<file path="config.mk">
export PLATFORM = sky130hd
export DESIGN_NAME = motion_turning_point_detector
export DESIGN_NICKNAME = d
export VERILOG_FILES = /design/src/hw/rtl/mtpd_pkg.sv /design/src/hw/rtl/motion_turning_point_detector.sv /design/src/hw/rtl/mtpd_window.sv /design/src/hw/rtl/mtpd_decide.sv
export SDC_FILE = /design/constraint.sdc
export NUM_CORES = 1
export LEC_CHECK = 0
export BUFFER_PORTS_ARGS = -buffer_cell sky130_fd_sc_hd__buf_2
export CAP_MARGIN = 10
export CORE_ASPECT_RATIO = 0.9
export CORE_MARGIN = 1.5
export CORE_UTILIZATION = 35
export CTS_CLUSTER_SIZE = 12
export DETAILED_ROUTE_END_ITERATION = 8
export PLACE_DENSITY = 0.51
export SETUP_SLACK_MARGIN = 0.02
export SYNTH_ARGS = -nofsm -noshare
export SYNTH_HDL_FRONTEND = slang
export SYNTH_SLANG_ARGS = --single-unit
</file>
<file path="constraint.sdc">
create_clock -name aclk -period 18.1 [get_ports aclk]
set_clock_uncertainty 0.1 [all_clocks]
set_input_delay 5.43 -clock aclk [delete_from_list [all_inputs] [get_ports aclk]]
set_output_delay 5.43 -clock aclk [all_outputs]
set_load 0.01 [all_outputs]
</file>
<file path="src/hw/rtl/mtpd_pkg.sv">
// ----------------------------------------------------------------------------
// mtpd_pkg
// Shared widths, register map and the decision record of the detector.
// ----------------------------------------------------------------------------
package mtpd_pkg;

    localparam int WINDOW_LEN_DEF = 16;

    // Q12.4 sample and height width
    localparam int DATA_W = 16;

    // configuration port
    localparam int APB_ADDR_W = 3;
    localparam int APB_DATA_W = 32;
    localparam logic REG_MIN_DISTANCE = 1'b0;  // word index of min_distance

    // stream payload widths (padded to whole bytes)
    localparam int S_TDATA_W = 32;
    localparam int M_TDATA_W = 24;

    // verdict for one sample
    typedef struct packed {
        logic              turn;
        logic [DATA_W-1:0] gap;
    } mtpd_decision_t;

endpackage

</file>
<file path="src/hw/rtl/motion_turning_point_detector.sv">
// ----------------------------------------------------------------------------
// motion_turning_point_detector
// Finds turning points in a stream of vertical motion samples.
//
//   channel   dir  payload                                      handshake
//   s_axis    in   tdata: delta_y, tip_y                        tvalid/tready
//   m_axis    out  tdata: turn_found, seek_inverted, height_gap tvalid/tready
//   apb       in   min_distance at byte address 0               psel/penable
//
// One result per sample, one sample per cycle sustained unless m_tready
// stalls the result register. Path: input register, then decision and
// state update into the result register. The state update on one sample
// is ready for the next in the following cycle. Reset is synchronous and
// clears window, sums, last height, direction and min_distance. A stalled
// result holds; the input register still takes a sample as the result drains.
// ----------------------------------------------------------------------------
module motion_turning_point_detector
    import mtpd_pkg::*;
#(
    parameter int WINDOW_LEN = WINDOW_LEN_DEF
) (
    input  logic                  aclk,
    input  logic                  aresetn,

    input  logic                  s_tvalid,
    output logic                  s_tready,
    input  logic [S_TDATA_W-1:0]  s_tdata,   // [15:0] delta_y, [31:16] tip_y

    output logic                  m_tvalid,
    input  logic                  m_tready,
    output logic [M_TDATA_W-1:0]  m_tdata,   // [0] turn_found, [1] seek_inverted,
                                             // [17:2] height_gap, [23:18] zero

    input  logic                  psel,
    input  logic                  penable,
    input  logic                  pwrite,
    input  logic [APB_ADDR_W-1:0] paddr,
    input  logic [APB_DATA_W-1:0] pwdata,
    output logic [APB_DATA_W-1:0] prdata,
    output logic                  pready
);

    localparam int SUM_W = DATA_W + $clog2(WINDOW_LEN);

    logic                     in_valid_reg;
    logic signed [DATA_W-1:0] dy_reg;
    logic signed [DATA_W-1:0] tip_reg;

    logic                     out_valid_reg;
    logic                     out_turn_reg;
    logic                     out_inv_reg;
    logic [DATA_W-1:0]        out_gap_reg;

    logic signed [DATA_W-1:0] last_height_reg;
    logic                     dir_neg_reg;
    logic [DATA_W-1:0]        min_distance_reg;

    logic                     advance;
    logic signed [SUM_W-1:0]  older_next;
    logic signed [SUM_W-1:0]  newer_next;
    mtpd_decision_t           decision;
    logic                     cfg_write;

    // configuration
    assign pready    = 1'b1;
    assign cfg_write = psel && penable && pwrite
                    && (paddr[APB_ADDR_W-1] == REG_MIN_DISTANCE);
    assign prdata    = (paddr[APB_ADDR_W-1] == REG_MIN_DISTANCE)
                     ? APB_DATA_W'(min_distance_reg) : '0;

    always_ff @(posedge aclk) begin
        if (!aresetn) begin
            min_distance_reg <= '0;
        end else if (cfg_write) begin
            min_distance_reg <= pwdata[DATA_W-1:0];
        end
    end

    // input register
    assign advance  = in_valid_reg && (!out_valid_reg || m_tready);
    assign s_tready = !in_valid_reg || advance;

    always_ff @(posedge aclk) begin
        if (!aresetn) begin
            in_valid_reg <= 1'b0;
        end else if (s_tready) begin
            in_valid_reg <= s_tvalid;
        end
    end

    always_ff @(posedge aclk) begin
        if (s_tvalid && s_tready) begin
            dy_reg  <= s_tdata[DATA_W-1:0];
            tip_reg <= s_tdata[2*DATA_W-1:DATA_W];
        end
    end

    mtpd_window #(
        .WINDOW_LEN (WINDOW_LEN),
        .SUM_W      (SUM_W)
    ) u_window (
        .aclk       (aclk),
        .aresetn    (aresetn),
        .push       (advance),
        .delta_y    (dy_reg),
        .older_next (older_next),
        .newer_next (newer_next)
    );

    mtpd_decide #(
        .SUM_W        (SUM_W)
    ) u_decide (
        .older_sum    (older_next),
        .newer_sum    (newer_next),
        .tip_y        (tip_reg),
        .last_height  (last_height_reg),
        .dir_negative (dir_neg_reg),
        .min_distance (min_distance_reg),
        .decision     (decision)
    );

    // detector state
    always_ff @(posedge aclk) begin
        if (!aresetn) begin
            last_height_reg <= '0;
            dir_neg_reg     <= 1'b0;
        end else if (advance && decision.turn) begin
            last_height_reg <= tip_reg;
            dir_neg_reg     <= !dir_neg_reg;
        end
    end

    // result register
    always_ff @(posedge aclk) begin
        if (!aresetn) begin
            out_valid_reg <= 1'b0;
        end else if (advance) begin
            out_valid_reg <= 1'b1;
        end else if (m_tready) begin
            out_valid_reg <= 1'b0;
        end
    end

    always_ff @(posedge aclk) begin
        if (advance) begin
            out_turn_reg <= decision.turn;
            out_inv_reg  <= dir_neg_reg ^ decision.turn;
            out_gap_reg  <= decision.gap;
        end
    end

    assign m_tvalid = out_valid_reg;
    assign m_tdata  = {(M_TDATA_W - DATA_W - 2)'(0), out_gap_reg, out_inv_reg, out_turn_reg};

endmodule

</file>
<file path="src/hw/rtl/mtpd_window.sv">
// ----------------------------------------------------------------------------
// mtpd_window
// Shift line of the last WINDOW_LEN displacements with running sums of
// the older and the newer half. The sums after the pending push are
// presented combinationally and taken into the registers on push.
// ----------------------------------------------------------------------------
module mtpd_window
    import mtpd_pkg::*;
#(
    parameter int WINDOW_LEN = WINDOW_LEN_DEF,
    parameter int SUM_W      = DATA_W + $clog2(WINDOW_LEN)
) (
    input  logic                    aclk,
    input  logic                    aresetn,
    input  logic                    push,
    input  logic signed [DATA_W-1:0] delta_y,
    output logic signed [SUM_W-1:0]  older_next,
    output logic signed [SUM_W-1:0]  newer_next
);

    localparam int HALF = WINDOW_LEN / 2;

    logic signed [DATA_W-1:0] win_reg [WINDOW_LEN];
    logic signed [SUM_W-1:0]  older_reg;
    logic signed [SUM_W-1:0]  newer_reg;

    // oldest entry drops out of the older half, the entry at HALF crosses over
    assign older_next = older_reg - SUM_W'(win_reg[0]) + SUM_W'(win_reg[HALF]);
    assign newer_next = newer_reg - SUM_W'(win_reg[HALF]) + SUM_W'(delta_y);

    always_ff @(posedge aclk) begin
        if (!aresetn) begin
            for (int i = 0; i < WINDOW_LEN; i++) begin
                win_reg[i] <= '0;
            end
            older_reg <= '0;
            newer_reg <= '0;
        end else if (push) begin
            for (int i = 0; i < WINDOW_LEN - 1; i++) begin
                win_reg[i] <= win_reg[i+1];
            end
            win_reg[WINDOW_LEN-1] <= delta_y;
            older_reg             <= older_next;
            newer_reg             <= newer_next;
        end
    end

endmodule

</file>
<file path="src/hw/rtl/mtpd_decide.sv">
// ----------------------------------------------------------------------------
// mtpd_decide
// Turning point test: signed half sums against the current direction and
// height distance from the last turning point.
// ----------------------------------------------------------------------------
module mtpd_decide
    import mtpd_pkg::*;
#(
    parameter int SUM_W = DATA_W + $clog2(WINDOW_LEN_DEF)
) (
    input  logic signed [SUM_W-1:0]  older_sum,
    input  logic signed [SUM_W-1:0]  newer_sum,
    input  logic signed [DATA_W-1:0] tip_y,
    input  logic signed [DATA_W-1:0] last_height,
    input  logic                     dir_negative,
    input  logic        [DATA_W-1:0] min_distance,
    output mtpd_decision_t           decision
);

    logic signed [DATA_W:0] diff;
    logic        [DATA_W:0] diff_neg;
    logic        [DATA_W-1:0] gap;
    logic                   sums_ok;

    assign diff     = {tip_y[DATA_W-1], tip_y} - {last_height[DATA_W-1], last_height};
    assign diff_neg = -diff;
    assign gap      = diff[DATA_W] ? diff_neg[DATA_W-1:0] : diff[DATA_W-1:0];

    // negative direction: -older >= 0 and -newer < 0, compared without negating
    always_comb begin
        if (dir_negative) begin
            sums_ok = (older_sum <= 0) && (newer_sum > 0);
        end else begin
            sums_ok = (older_sum >= 0) && (newer_sum < 0);
        end
    end

    assign decision.turn = sums_ok && (gap >= min_distance);
    assign decision.gap  = gap;

endmodule

</file>
==> results.md <==
- Summed over all instances, the cell type with the most area after synthesis is sky130_fd_sc_hd__edfxtp_1.
- The mean instance size in the synthesized netlist is 11.3 µm².
- The highest fanout seen on the critical path is 4.
- The routed via count divided by cell count is between 4 and 5.
- The x dimension of the die is 249 µm.
- STA classifies the critical path endpoint as a primary output.
- The path with the worst hold slack has its endpoint at last_height_reg[2]$_SDFFE_PN0P_.
- The worst path needs 11.50 ns of the cycle, external delays included.
- In the final layout, the share of cells above drive strength 1 is 10.6%.
- The global-route wire length before repair is 60800 µm.
- The count of endpoints failing setup in the final report is 0.
- Port buffering added 91 buffers.
- The count of yosys warnings during synthesis is 0.
- The later pin in the worst-skew pair is clocked with a latency of 0.58 ns.
- The utilization after layout is 39.8%.
- The setup slack of the worst register-to-register path is between 10 and 15 ns.
- The number of antenna diodes in the final layout is 0.
- The number of synthesized flops with an enable pin is 306.
- Summing the sequential cell areas from Yosys gives 56.0% of the chip area.
- The clock net sink count is 381.
- On the final layout, the worst hold slack is 0.356 ns.
- The number of iterations in the first detailed-routing pass is 5.
- The post-DP HPWL is 24400 µm.
- For the worst flop-to-flop path, the logic depth is 24.
- The share of the cycle needed by the critical path after routing is between 60% and 70%.
- The worst setup path is launched from a primary input.
- The worst slew margin relative to its limit is 28.5%.
- The largest voltage drop on the vdd net is 0.0768 mV.
- The maximum buffer depth of the clock tree is 3.
- The cell area after synthesis is 19100 µm².
- The critical path data required time is 12.57 ns.
- The routed length per instance is 15.1 µm.
- The TritonCTS clock tree is done.
- For this run, design rule violations remaining after detail routing come to 0.
- The final standard cell count with taps included and fillers excluded is 2493.
- The share of flip-flops with an asynchronous set or reset after synthesis is 0%.
- In this run the critical register-to-register path is captured at last_height_reg[1]$_SDFFE_PN0P_.
- For this block, the routed nets add up to 37600 µm of wire.
- The floorplan die height is 225 µm.
- The number of clock buffers inserted by TritonCTS is 44.
- The maximum level of the CTS H-tree is 2.
- Max-cap violations in this run came to 0.
- The startpoint identified for the worst register-to-register timing path is tip_reg[0]$_DFFE_PP_.
- The number of antenna violations at the first check in global routing is 1.
- After synthesis the netlist holds a flip-flop and latch count of 381.
- Post-CTS timing repair inserted 0 buffers for setup.
- The flow ran to the end, and the final reports show no timing, DRC or antenna violations.
- The number of failing hold endpoints at the final stage is 0.
- The worst hold path passes through 2 cells.
- The slew at the pin closest to its max-slew limit is 1.07 ns.
- Setup repair after global routing left no endpoint under its margin.
- The cell area after layout is 21500 µm².
- The final weighted congestion of routability-driven global placement is 0.831.
- The number of hold buffers added after CTS was 0.
- Data arrives at the worst endpoint at 5.97 ns.
- Among all flip-flop cells after synthesis, the most frequent one is sky130_fd_sc_hd__edfxtp_1.
- The remaining number of nets flagged by the antenna check after routing is 0.
- The routed layout has 11800 vias.
- In this run the worst hold path is classified as reg2reg.
- Adding up every negative setup slack in the final design gives 0 ns.
- The timing-limited maximum frequency is 87.0 MHz.
- The fraction of post-synthesis cell area in the top cell type by area is about half.
- The number of top-level design ports is 133.
- The number of DRC markers in iteration 0 is 790.
- The critical path in this run is classified as in2out.
- The cell at the root of the clock tree is sky130_fd_sc_hd__clkbuf_16.
- In this run the most critical hold path is launched from last_height_reg[2]$_SDFFE_PN0P_.
- The post-CTS clock slew at the launch and capture registers of the worst setup and hold paths is 0.06 ns.
- By area the synthesized netlist is led by sky130_fd_sc_hd__edfxtp_1, sky130_fd_sc_hd__dfxtp_1, sky130_fd_sc_hd__and3_1, sky130_fd_sc_hd__ha_1, sky130_fd_sc_hd__fa_1.
- The power per standard cell area is 121 nW/µm².
- The number of flip-flops under the largest register name is roughly 260.
- Entering global routing, the biggest net connects 122 pins.
- Synthesis produced 1685 cells.
- After synthesis, the netlist uses 70 different library cells.
- After global routing the overflow that remains totals 0.
- Once the floorplan was initialized, standard cells occupied a little over a third of the core.
- The die area is 56000 µm².
- The cell area reported after detailed placement is between 20000 and 25000 µm².
- The post-cts sizing count is 0.
- In this run the static leakage power is approximately 0.0090 µW.
- The area added between synthesis and finish is 12.8%.
- The final number of max-transition violations is 0.
- The floorplan row count is 81.
- The net count of the finished layout is between 1500 and 2000.
- The number of global-route vias before repair came to 11300.
- The area of the core region is between 50000 and 60000 µm².
- The number of instances in the placed design is 2411.
- The total routing usage reported by global routing is 13.4%.
cell type report:
cell class,instances,area [µm²]
Sequential cell,381,10700
Clock inverter,16,238
Inverter,190,716
Multi-Input combinational cell,1036,7290
Clock buffer,66,1200
Fill cell,5315,32600
Tap cell,705,882
Timing Repair Buffer,99,524
layout by cell type, fill, tap and decap left out, types with 8 or more instances in the layout:
cell                        synthesis  layout
sky130_fd_sc_hd__nand2_1          144     143
sky130_fd_sc_hd__o31ai_1            8       8
sky130_fd_sc_hd__conb_1             2      23
sky130_fd_sc_hd__fa_1              39      39
sky130_fd_sc_hd__or3_1             11      11
sky130_fd_sc_hd__dfxtp_1           75      75
sky130_fd_sc_hd__a21boi_0          36      36
sky130_fd_sc_hd__a21o_1            19      19
sky130_fd_sc_hd__and3_1           152     152
sky130_fd_sc_hd__buf_4             25       8
sky130_fd_sc_hd__nand4_1           10      10
sky130_fd_sc_hd__buf_2              1      90
sky130_fd_sc_hd__clkbuf_1          68      20
sky130_fd_sc_hd__o21a_1            11      11
sky130_fd_sc_hd__mux2i_1           19      19
sky130_fd_sc_hd__a21oi_1           46      46
sky130_fd_sc_hd__inv_1            190     189
sky130_fd_sc_hd__edfxtp_1         306     306
sky130_fd_sc_hd__and2_1           112     111
sky130_fd_sc_hd__nor3_1            24      24
sky130_fd_sc_hd__xnor2_1           37      37
sky130_fd_sc_hd__nand2b_1          10       9
sky130_fd_sc_hd__nor2_1            74      74
sky130_fd_sc_hd__clkbuf_16          0      44
sky130_fd_sc_hd__o21ai_0           31      31
sky130_fd_sc_hd__nor2b_1           13      13
sky130_fd_sc_hd__xor2_1            13      13
sky130_fd_sc_hd__nand3_1           22      22
sky130_fd_sc_hd__ha_1              74      74
worst max path at each step:
stage	start	end	slack, ns	depth (start not counted)
after floorplan	m_tready	u_window.win_reg[0][0]$_SDFFCE_PN0P_	5.45	5
after global placement	m_tready	s_tready	6.62	4
after detailed placement	m_tready	s_tready	6.60	4
after CTS	m_tready	s_tready	6.60	4
after global routing	m_tready	s_tready	6.55	4
final	m_tready	s_tready	6.60	4
metal layers:
layer / routed length [µm] / global-route usage, % / share of wire (%) / up-vias
met2: 16100 / 19.8 / 43 / 127
met4: 733 / 4.17 / 2.0 / 0
met3: 1030 / 2.13 / 2.7 / 50
met5: 0 / 0 / 0 / -
li1: - / - / - / 5943
met1: 19700 / 20.1 / 52 / 5696
cell families after synthesis:
group / count (synthesis) / share of synthesized area, %
DFF: 381 / 56.0
adders and majority gates: 113 / 8.94
buffers and inverters: 289 / 6.31
other: 2 / 0.0393
muxes: 21 / 1.11
and+or+nand+nor: 597 / 16.6
xor gates and xnor gates: 50 / 2.29
AOI/OAI and AO/OA: 232 / 8.78
synth_stat cells (6+ instances only):
cell type                  instances
sky130_fd_sc_hd__o21a_1           11
sky130_fd_sc_hd__xnor2_1          37
sky130_fd_sc_hd__inv_1           190
sky130_fd_sc_hd__nor4_1            6
sky130_fd_sc_hd__nor2b_1          13
sky130_fd_sc_hd__o21ai_0          31
sky130_fd_sc_hd__fa_1             39
sky130_fd_sc_hd__o211ai_1          7
sky130_fd_sc_hd__a21boi_0         36
sky130_fd_sc_hd__nand3_1          22
sky130_fd_sc_hd__clkbuf_1         68
sky130_fd_sc_hd__nand4_1          10
sky130_fd_sc_hd__edfxtp_1        306
sky130_fd_sc_hd__o31ai_1           8
sky130_fd_sc_hd__dfxtp_1          75
sky130_fd_sc_hd__and3_1          152
sky130_fd_sc_hd__xor2_1           13
sky130_fd_sc_hd__nor3_1           24
sky130_fd_sc_hd__a221oi_1          6
sky130_fd_sc_hd__and2_1          112
sky130_fd_sc_hd__a211oi_1          7
sky130_fd_sc_hd__a31oi_1           7
sky130_fd_sc_hd__buf_4            25
sky130_fd_sc_hd__nand2b_1         10
sky130_fd_sc_hd__nor2_1           74
sky130_fd_sc_hd__nand2_1         144
sky130_fd_sc_hd__or3_1            11
sky130_fd_sc_hd__ha_1             74
sky130_fd_sc_hd__o21bai_1          6
sky130_fd_sc_hd__a21o_1           19
sky130_fd_sc_hd__mux2i_1          19
sky130_fd_sc_hd__a21oi_1          46
critical path: stages:
cell and delay [ns]:
sky130_fd_sc_hd__buf_2 0.09, sky130_fd_sc_hd__nor2b_1 0.21, sky130_fd_sc_hd__nand2_1 0.09, sky130_fd_sc_hd__buf_2 0.14
where the power goes:
part           leakage (µW)  switching, µW  internal [µW]
registers           0.00381           25.4           1030
logic               0.00449            401            258
clock network      0.000694            356            534
total               0.00900            783           1820
per-stage QoR:
step,total power [µW],worst slack (ns)
floorplan,1590,5.45
global placement,1720,6.62
detailed placement,1730,6.60
CTS,2640,6.60
global route,2760,6.55
finish,2600,6.60
Power figures use the tool's default switching activity.
